### src/rtl/i2c_master_transfer_sequencer_core_macros.svh
// Assertion helpers for the transfer sequencer.
// Checking is compiled in for simulation and left out for synthesis.
`ifndef I2C_MASTER_TRANSFER_SEQUENCER_CORE_MACROS_SVH
`define I2C_MASTER_TRANSFER_SEQUENCER_CORE_MACROS_SVH

`ifndef SYNTHESIS

// Same-cycle implication, disabled while in reset
`define I2CMTS_ASSERT_NOW(label, clk, rst_n, ante, cons) \
	label: assert property (@(posedge clk) disable iff (!(rst_n)) (ante) |-> (cons)) \
		else $error("sequencer check failed");

// Next-cycle implication, disabled while in reset
`define I2CMTS_ASSERT_NEXT(label, clk, rst_n, ante, cons) \
	label: assert property (@(posedge clk) disable iff (!(rst_n)) (ante) |=> (cons)) \
		else $error("sequencer check failed");

`else

`define I2CMTS_ASSERT_NOW(label, clk, rst_n, ante, cons)
`define I2CMTS_ASSERT_NEXT(label, clk, rst_n, ante, cons)

`endif

`endif

### src/rtl/i2cmts_pkg.sv
package i2cmts_pkg;

	// Message store size
	localparam int BUFFER_DEPTH = 16;

	localparam int PTR_W  = $clog2(BUFFER_DEPTH + 1);
	localparam int ADDR_W = $clog2(BUFFER_DEPTH);
	localparam int WIDE_W = (PTR_W > 5) ? PTR_W : 5;

	typedef logic [PTR_W-1:0]  ptr_t;
	typedef logic [ADDR_W-1:0] addr_t;
	typedef logic [WIDE_W-1:0] wide_t;
	typedef logic [WIDE_W:0]   sum_t;

	localparam ptr_t  DEPTH_PTR  = ptr_t'(BUFFER_DEPTH);
	localparam wide_t DEPTH_WIDE = wide_t'(BUFFER_DEPTH);

	// Host actions
	localparam logic [2:0] ACT_LOAD    = 3'd0;
	localparam logic [2:0] ACT_START   = 3'd1;
	localparam logic [2:0] ACT_RESTART = 3'd2;
	localparam logic [2:0] ACT_EVENT   = 3'd3;
	localparam logic [2:0] ACT_READ    = 3'd4;

	// Raw bus status codes
	localparam logic [7:0] ST_START      = 8'h08;
	localparam logic [7:0] ST_REP_START  = 8'h10;
	localparam logic [7:0] ST_TX_ADR_ACK = 8'h18;
	localparam logic [7:0] ST_TX_DAT_ACK = 8'h28;
	localparam logic [7:0] ST_ARB_LOST   = 8'h38;
	localparam logic [7:0] ST_RX_ADR_ACK = 8'h40;
	localparam logic [7:0] ST_RX_DAT_ACK = 8'h50;
	localparam logic [7:0] ST_RX_DAT_NAK = 8'h58;
	localparam logic [7:0] NO_ERROR_CODE = 8'hF8;

endpackage

### src/rtl/i2c_master_transfer_sequencer_core.sv
// I2C master transfer sequencer. Each input transfer is a host action (load a message byte,
// start, restart, read a received byte) or a raw bus status event, and yields exactly one
// result transfer carrying the bus control decision and the sequencer status after that
// action. One item is taken every clock cycle when the output side keeps up. An accepted
// input transfer passes through the input register and then the result register before its
// result is presented. The state update in the processing step, a read of the 16-byte
// message register file plus a pointer compare, sets that rate. A result waiting on the
// output still lets one more input transfer be captured; after that the input stalls until
// the result is taken. Message bytes that were never loaded read back as undefined.
`include "i2c_master_transfer_sequencer_core_macros.svh"

module i2c_master_transfer_sequencer_core (
	input  logic       clk,
	input  logic       arst_n,
	// input channel
	input  logic       in_valid,
	output logic       in_ready,
	input  logic [2:0] action,
	input  logic [3:0] index,
	input  logic [7:0] data_byte,
	input  logic [4:0] msg_size,
	input  logic [7:0] status_code,
	input  logic [7:0] rx_byte,
	// result channel
	output logic       out_valid,
	input  logic       out_ready,
	output logic       control_write,
	output logic       event_enable,
	output logic       ack_enable,
	output logic       start_request,
	output logic       stop_request,
	output logic       tx_valid,
	output logic [7:0] tx_byte,
	output logic       busy_res,
	output logic       last_ok,
	output logic [7:0] error_state,
	output logic [7:0] read_byte
);

	// input register
	logic       valid_s1;
	logic [2:0] action_s1;
	logic [3:0] index_s1;
	logic [7:0] data_byte_s1;
	logic [4:0] msg_size_s1;
	logic [7:0] status_code_s1;
	logic [7:0] rx_byte_s1;

	// result register
	logic       valid_s2;
	logic       control_write_s2;
	logic       ack_enable_s2;
	logic       start_request_s2;
	logic       stop_request_s2;
	logic       tx_valid_s2;
	logic [7:0] tx_byte_s2;
	logic       busy_s2;
	logic       last_ok_s2;
	logic [7:0] error_state_s2;
	logic [7:0] read_byte_s2;

	// sequencer state
	logic [7:0]       store_q [i2cmts_pkg::BUFFER_DEPTH];
	i2cmts_pkg::ptr_t byte_pointer_q;
	i2cmts_pkg::ptr_t transfer_length_q;
	logic             running_q;
	logic             done_ok_q;
	logic [7:0]       error_code_q;

	// step logic
	logic              adv;
	logic              step;
	i2cmts_pkg::ptr_t  ptr_eff;
	i2cmts_pkg::ptr_t  ptr_nx;
	i2cmts_pkg::ptr_t  len_nx;
	i2cmts_pkg::wide_t idx_plus1;
	logic              run_nx;
	logic              ok_nx;
	logic [7:0]        err_nx;
	logic              wr_en;
	i2cmts_pkg::addr_t wr_addr;
	logic [7:0]        wr_data;
	i2cmts_pkg::addr_t rd_addr;
	logic [7:0]        rd_data;
	logic              cw_nx;
	logic              ack_nx;
	logic              start_nx;
	logic              stop_nx;
	logic              txv_nx;
	logic [7:0]        txb_nx;
	logic [7:0]        rdb_nx;

	// handshake: process the held item whenever the result register can take it
	assign adv      = !valid_s2 || out_ready;
	assign step     = valid_s1 && adv;
	assign in_ready = !valid_s1 || adv;

	// capture input transfer
	always_ff @(posedge clk or negedge arst_n) begin
		if (!arst_n) begin
			valid_s1 <= 1'b0;
		end else if (in_ready) begin
			valid_s1 <= in_valid;
		end
	end

	always_ff @(posedge clk) begin
		if (in_valid && in_ready) begin
			action_s1      <= action;
			index_s1       <= index;
			data_byte_s1   <= data_byte;
			msg_size_s1    <= msg_size;
			status_code_s1 <= status_code;
			rx_byte_s1     <= rx_byte;
		end
	end

	// start codes rewind the pointer before the byte is picked
	always_comb begin
		if (status_code_s1 == i2cmts_pkg::ST_START || status_code_s1 == i2cmts_pkg::ST_REP_START) begin
			ptr_eff = '0;
		end else begin
			ptr_eff = byte_pointer_q;
		end
	end

	assign idx_plus1 = i2cmts_pkg::wide_t'(index_s1) + i2cmts_pkg::wide_t'(1);

	// single read port: read position on a host read, else the byte pointer
	assign rd_addr = (action_s1 == i2cmts_pkg::ACT_READ) ? i2cmts_pkg::addr_t'(idx_plus1)
	                                                      : i2cmts_pkg::addr_t'(ptr_eff);
	assign rd_data = store_q[rd_addr];

	// decide the step
	always_comb begin
		ptr_nx   = byte_pointer_q;
		len_nx   = transfer_length_q;
		run_nx   = running_q;
		ok_nx    = done_ok_q;
		err_nx   = error_code_q;
		wr_en    = 1'b0;
		wr_addr  = i2cmts_pkg::addr_t'(byte_pointer_q);
		wr_data  = rx_byte_s1;
		cw_nx    = 1'b0;
		ack_nx   = 1'b0;
		start_nx = 1'b0;
		stop_nx  = 1'b0;
		txv_nx   = 1'b0;
		txb_nx   = '0;
		rdb_nx   = '0;
		unique case (action_s1) inside
			i2cmts_pkg::ACT_LOAD: begin
				if (!running_q && i2cmts_pkg::wide_t'(index_s1) < i2cmts_pkg::DEPTH_WIDE) begin
					wr_en   = 1'b1;
					wr_addr = i2cmts_pkg::addr_t'(index_s1);
					wr_data = data_byte_s1;
				end
			end
			i2cmts_pkg::ACT_START, i2cmts_pkg::ACT_RESTART: begin
				if (!running_q) begin
					if (action_s1 == i2cmts_pkg::ACT_START) begin
						if (i2cmts_pkg::wide_t'(msg_size_s1) > i2cmts_pkg::DEPTH_WIDE) begin
							len_nx = i2cmts_pkg::DEPTH_PTR;
						end else begin
							len_nx = i2cmts_pkg::ptr_t'(msg_size_s1);
						end
					end
					ok_nx    = 1'b0;
					err_nx   = i2cmts_pkg::NO_ERROR_CODE;
					run_nx   = 1'b1;
					cw_nx    = 1'b1;
					start_nx = 1'b1;
				end
			end
			i2cmts_pkg::ACT_EVENT: begin
				if (running_q) begin
					cw_nx = 1'b1;
					unique case (status_code_s1) inside
						i2cmts_pkg::ST_START, i2cmts_pkg::ST_REP_START,
						i2cmts_pkg::ST_TX_ADR_ACK, i2cmts_pkg::ST_TX_DAT_ACK: begin
							ptr_nx = ptr_eff;
							if (ptr_eff < transfer_length_q && ptr_eff < i2cmts_pkg::DEPTH_PTR) begin
								txv_nx = 1'b1;
								txb_nx = rd_data;
								ptr_nx = ptr_eff + i2cmts_pkg::ptr_t'(1);
							end else begin
								ok_nx   = 1'b1;
								run_nx  = 1'b0;
								stop_nx = 1'b1;
							end
						end
						i2cmts_pkg::ST_RX_DAT_ACK: begin
							if (byte_pointer_q < i2cmts_pkg::DEPTH_PTR) begin
								wr_en  = 1'b1;
								ptr_nx = byte_pointer_q + i2cmts_pkg::ptr_t'(1);
							end
							ack_nx = (i2cmts_pkg::sum_t'(ptr_nx) + i2cmts_pkg::sum_t'(1))
							         < i2cmts_pkg::sum_t'(transfer_length_q);
						end
						i2cmts_pkg::ST_RX_ADR_ACK: begin
							ack_nx = (i2cmts_pkg::sum_t'(byte_pointer_q) + i2cmts_pkg::sum_t'(1))
							         < i2cmts_pkg::sum_t'(transfer_length_q);
						end
						i2cmts_pkg::ST_RX_DAT_NAK: begin
							wr_en   = byte_pointer_q < i2cmts_pkg::DEPTH_PTR;
							ok_nx   = 1'b1;
							run_nx  = 1'b0;
							stop_nx = 1'b1;
						end
						i2cmts_pkg::ST_ARB_LOST: begin
							start_nx = 1'b1;
						end
						default: begin
							err_nx  = status_code_s1;
							run_nx  = 1'b0;
							stop_nx = 1'b1;
						end
					endcase
				end
			end
			i2cmts_pkg::ACT_READ: begin
				if (done_ok_q && idx_plus1 < i2cmts_pkg::DEPTH_WIDE) begin
					rdb_nx = rd_data;
				end
			end
			default: begin
			end
		endcase
	end

	// advance sequencer state
	always_ff @(posedge clk or negedge arst_n) begin
		if (!arst_n) begin
			byte_pointer_q    <= '0;
			transfer_length_q <= '0;
			running_q         <= 1'b0;
			done_ok_q         <= 1'b0;
			error_code_q      <= i2cmts_pkg::NO_ERROR_CODE;
		end else if (step) begin
			byte_pointer_q    <= ptr_nx;
			transfer_length_q <= len_nx;
			running_q         <= run_nx;
			done_ok_q         <= ok_nx;
			error_code_q      <= err_nx;
		end
	end

	// message store write
	always_ff @(posedge clk) begin
		if (step && wr_en) begin
			store_q[wr_addr] <= wr_data;
		end
	end

	// result register
	always_ff @(posedge clk or negedge arst_n) begin
		if (!arst_n) begin
			valid_s2 <= 1'b0;
		end else if (adv) begin
			valid_s2 <= valid_s1;
		end
	end

	always_ff @(posedge clk) begin
		if (step) begin
			control_write_s2 <= cw_nx;
			ack_enable_s2    <= ack_nx;
			start_request_s2 <= start_nx;
			stop_request_s2  <= stop_nx;
			tx_valid_s2      <= txv_nx;
			tx_byte_s2       <= txb_nx;
			busy_s2          <= run_nx;
			last_ok_s2       <= ok_nx;
			error_state_s2   <= err_nx;
			read_byte_s2     <= rdb_nx;
		end
	end

	assign out_valid     = valid_s2;
	assign control_write = control_write_s2;
	assign event_enable  = busy_s2;
	assign ack_enable    = ack_enable_s2;
	assign start_request = start_request_s2;
	assign stop_request  = stop_request_s2;
	assign tx_valid      = tx_valid_s2;
	assign tx_byte       = tx_byte_s2;
	assign busy_res      = busy_s2;
	assign last_ok       = last_ok_s2;
	assign error_state   = error_state_s2;
	assign read_byte     = read_byte_s2;

	// checks
	`I2CMTS_ASSERT_NOW(a_tx_needs_ctrl, clk, arst_n, valid_s2 && tx_valid_s2, control_write_s2)
	`I2CMTS_ASSERT_NOW(a_ptr_in_range, clk, arst_n, 1'b1, byte_pointer_q <= i2cmts_pkg::DEPTH_PTR)
	`I2CMTS_ASSERT_NOW(a_stall_blocks_in, clk, arst_n, valid_s1 && valid_s2 && !out_ready, !in_ready)
	`I2CMTS_ASSERT_NOW(a_run_rise, clk, arst_n, $rose(running_q),
		$past(step && (action_s1 == i2cmts_pkg::ACT_START || action_s1 == i2cmts_pkg::ACT_RESTART)))
	`I2CMTS_ASSERT_NOW(a_run_fall, clk, arst_n, $fell(running_q),
		$past(step && action_s1 == i2cmts_pkg::ACT_EVENT))

endmodule
### config.mk
export PLATFORM = sky130hd
export DESIGN_NAME = i2c_master_transfer_sequencer_core
export DESIGN_NICKNAME = d
export VERILOG_FILES = /design/src/rtl/i2cmts_pkg.sv /design/src/rtl/i2c_master_transfer_sequencer_core.sv
export VERILOG_INCLUDE_DIRS = /design/src /design/src/rtl
export SDC_FILE = /design/constraint.sdc
export NUM_CORES = 1
export LEC_CHECK = 0
export BUFFER_PORTS_ARGS = -buffer_cell sky130_fd_sc_hd__buf_2
export CAP_MARGIN = 10
export CORE_ASPECT_RATIO = 1.75
export CORE_MARGIN = 4
export CORE_UTILIZATION = 65
export DETAILED_ROUTE_END_ITERATION = 8
export MAX_ROUTING_LAYER = met4
export PLACE_DENSITY = 0.88
export SLEW_MARGIN = 20
export SYNTH_ARGS = -nofsm -noshare
export SYNTH_HDL_FRONTEND = slang
export SYNTH_SLANG_ARGS = --single-unit
### constraint.sdc
create_clock -name clk -period 6.3 [get_ports clk]
set_input_delay 1.26 -clock clk [delete_from_list [all_inputs] [get_ports clk]]
set_output_delay 1.26 -clock clk [all_outputs]
set_load 0.03 [all_outputs]
==> results.json <==
{
  "status": "completed",
  "antennaDiodeCount": 0,
  "synthCells": 754,
  "hold_viol": 0,
  "p_comb_share_pct": 11.5,
  "p_sw_uw": 843,
  "cts.hold.buffers_added": 0,
  "drtIter0Drc": 694,
  "postRouteAntennaNets": 0,
  "htree_num_levels": 1,
  "fillCellCount": 960,
  "drt_first_pass_iters": 5,
  "critPathRequiredTime_ps": 6540,
  "path_cells": "or4_4, o311ai_4, nand2_2, mux2_2, a2111oi_2, a21oi_1",
  "slowest_stage": "o311ai_4",
  "first_global_vias": 7032,
  "multiInputGateArea_um2": 3290,
  "crit_path_start_kind": "flop",
  "min_period_ps": 3920,
  "gr-total-overflow": 0,
  "track_usage_pct": 31.4,
  "dieArea_um2": 17600,
  "numClockSinks": 217,
  "period_share_pct": 62.2,
  "synthToLayoutAreaGrowth_pct": 10.6,
  "clock.fmax_mhz": 255,
  "yosys.area.top_type_share_pct": 58.4,
  "clockBufferDepth": 3,
  "clock_skew_ps": 31.0,
  "ys_seq_elements": 217,
  "worst_slew_pin_slew_ps": 1140,
  "clockPowerShare_pct": 36.8,
  "num_vias": 7014,
  "synth.most_common_cell": "edfxtp_1",
  "crit_path_max_fanout": 24,
  "worst_hold_path_type": "flop to flop",
  "synth_nets": 809,
  "die_w_um": 102,
  "wire_per_inst_um": 26.3,
  "p_leak_uw": 0.00384,
  "route.met3.wl_um": 1740,
  "swShare_pct": 25.3,
  "synth_edf_count": 195,
  "root_buffer": "clkbuf_16",
  "start_util_pct": 66.9,
  "seqPwrFrac_pct": 51.7,
  "critical_path_class": "flop to flop",
  "met2_length_um": 13900,
  "antenna_found_initial": 0,
  "port_buffers": 73,
  "rsz0062_at_grt": "false",
  "synth_ff_type": "edfxtp_1",
  "wl_met1_um": 8240,
  "async_reset_ff_share_pct": 10.1,
  "cts_resized": 0,
  "max_stage_delay_ps": 880,
  "yosys_warnings": 0,
  "seqCellArea_um2": 6410,
  "path_clk_slew_ps": 70,
  "wirelength_um": 26300,
  "clock_latency_ps": 510,
  "drc_errors": 0,
  "grt_pass1_wl_um": 39700,
  "core_area_um2": 15000,
  "syn_area_um2": 10000,
  "cts_buffers": 20,
  "ys_seq_area_share_pct": 64.0,
  "power.density_nw_per_um2": 301,
  "synth.area.top_cells": "edfxtp_1, dfrtp_1, o21ai_0",
  "yosys.area.top_type": "edfxtp_1",
  "slew-limit-headroom_pct": 23.7,
  "cap_violations": 0,
  "rows": 59,
  "nets": 859,
  "worstSetupEndpointType": "flop",
  "avgSynthCellArea_um2": 13.3,
  "worst_ep_arrival_time_ps": 4160,
  "synth_common_cells": "edfxtp_1, o21ai_0, nand3_1",
  "setup_violations": 0,
  "fp.dieH_um": 172,
  "ir_drop_uv": 289,
  "cts_tree": "yes",
  "slew_viol_final": 0,
  "routed.top_layer": "met4",
  "drive_gt1_share_pct": 19.6,
  "place_congestion": 1.12,
  "postCtsSetupBuffers": 0,
  "synth_cell_types": 75,
  "hpwlAfterDp_um": 18500,
  "finalSetupTns_ps": 0,
  "grt_max_degree": 37,
  "routed_via_density": 7.01,
  "p_int_uw": 2490,
  "hold_ws_ps": 495,
  "io_pins": 74
}
[worst max-delay path: cells and delay by family, from the launching register on]
kind             cells  cell delay (ps)
AO/OA/AOI/OAI        3             1490
flip-flops           1              450
multiplexers         1              450
AND/OR/NAND/NOR      2             1240
[worst paths after layout]
kind / start / endpoint / slack, ps / depth (start not counted)
min in group asynchronous: arst_n / transfer_length_q[0] / 740 / 1
max in group asynchronous: arst_n / error_code_q[4] / 5170 / 1
worst max-delay path: status_code_s1[2] / read_byte[1] / 2380 / 6
worst min-delay path: transfer_length_q[1] / transfer_length_q[1] / 500 / 2
worst min register to register: transfer_length_q[1] / transfer_length_q[1] / 500 / 2
worst max register to register: status_code_s1[2] / read_byte[1] / 2380 / 6
[stage by stage]
stage	instances	setup WS (ps)	total power, uW	utilization, %	area (um^2)
finish	1001	2380	3340	74.0	11100
global route	1001	2260	3440	74.0	11100
CTS	1001	2460	3340	74.0	11100
detailed placement	965	2510	2130	69.5	10400
global placement	965	2600	2110	69.5	10400
floorplan	754	3310	2000	-	10000
[power groups by stage]
stage          clock [uW]  sequential, uW  combinational, uW
2_1_floorplan           0            1770                233
3_3_place_gp            0            1750                366
3_5_place_dp            0            1750                379
4_1_cts              1240            1720                382
5_1_grt              1290            1730                417
6_report             1230            1730                385
[metal layers]
metal,track usage (%),vias up
met5,-,-
li1,-,3058
met1,31.3,3419
met3,4.64,153
met2,55.0,384
met4,22.2,0
[kinds of logic after synthesis]
family / after synthesis / share of synthesized area [%]
flip-flops: 217 / 64.0
AO/OA/AOI/OAI: 216 / 15.2
AND/OR/NAND/NOR: 191 / 10.0
buffers and inverters: 74 / 3.41
multiplexers: 31 / 4.54
adder cells (fa/ha/maj): 15 / 1.87
XOR/XNOR: 10 / 0.949
[registers in the layout (all words and copies together) (netlist names), 5 cells and up]
register	flops
store_q	128
data_byte_s1	8
error_code_q	8
error_state	8
read_byte	8
rx_byte_s1	8
status_code_s1	8
tx_byte	8
byte_pointer_q	5
msg_size_s1	5
transfer_length_q	5
[layout make-up]
type	count	share of cell area, %
clock inverters	11	1.13
well taps	183	2.07
clock buffers	25	4.88
repair buffers	78	3.63
inverters	24	0.813
multi-input cells	463	29.6
flip-flops and latches	217	57.8
[cells in the final DEF, fill, tap and decap left out, types with 3 or more instances in the layout]
cell type	Yosys	routed
a31oi_1	12	12
clkinv_1	1	4
nor3_1	13	13
nor2_1	32	32
inv_1	23	23
o22a_1	4	4
nand2_1	37	37
o211ai_1	3	3
o22ai_1	4	4
edfxtp_1	195	195
o21ai_1	3	4
mux4_2	6	6
mux2_2	17	17
nor2b_1	5	5
clkbuf_16	0	21
a221oi_1	28	28
dfstp_2	5	5
o21a_1	4	4
o21ai_0	67	66
xnor2_1	7	7
nand2b_1	13	13
nor4_1	5	4
clkbuf_1	33	4
buf_4	3	5
and2_1	8	7
ha_1	15	15
a211oi_1	19	19
a2111oi_2	6	6
nor3b_1	5	5
buf_2	8	73
mux4_1	3	3
a21boi_0	4	4
mux2i_1	5	5
dfrtp_1	17	17
nand3_1	52	52
a21oi_1	34	34
Note: power is estimated with default switching activity, not from simulation.
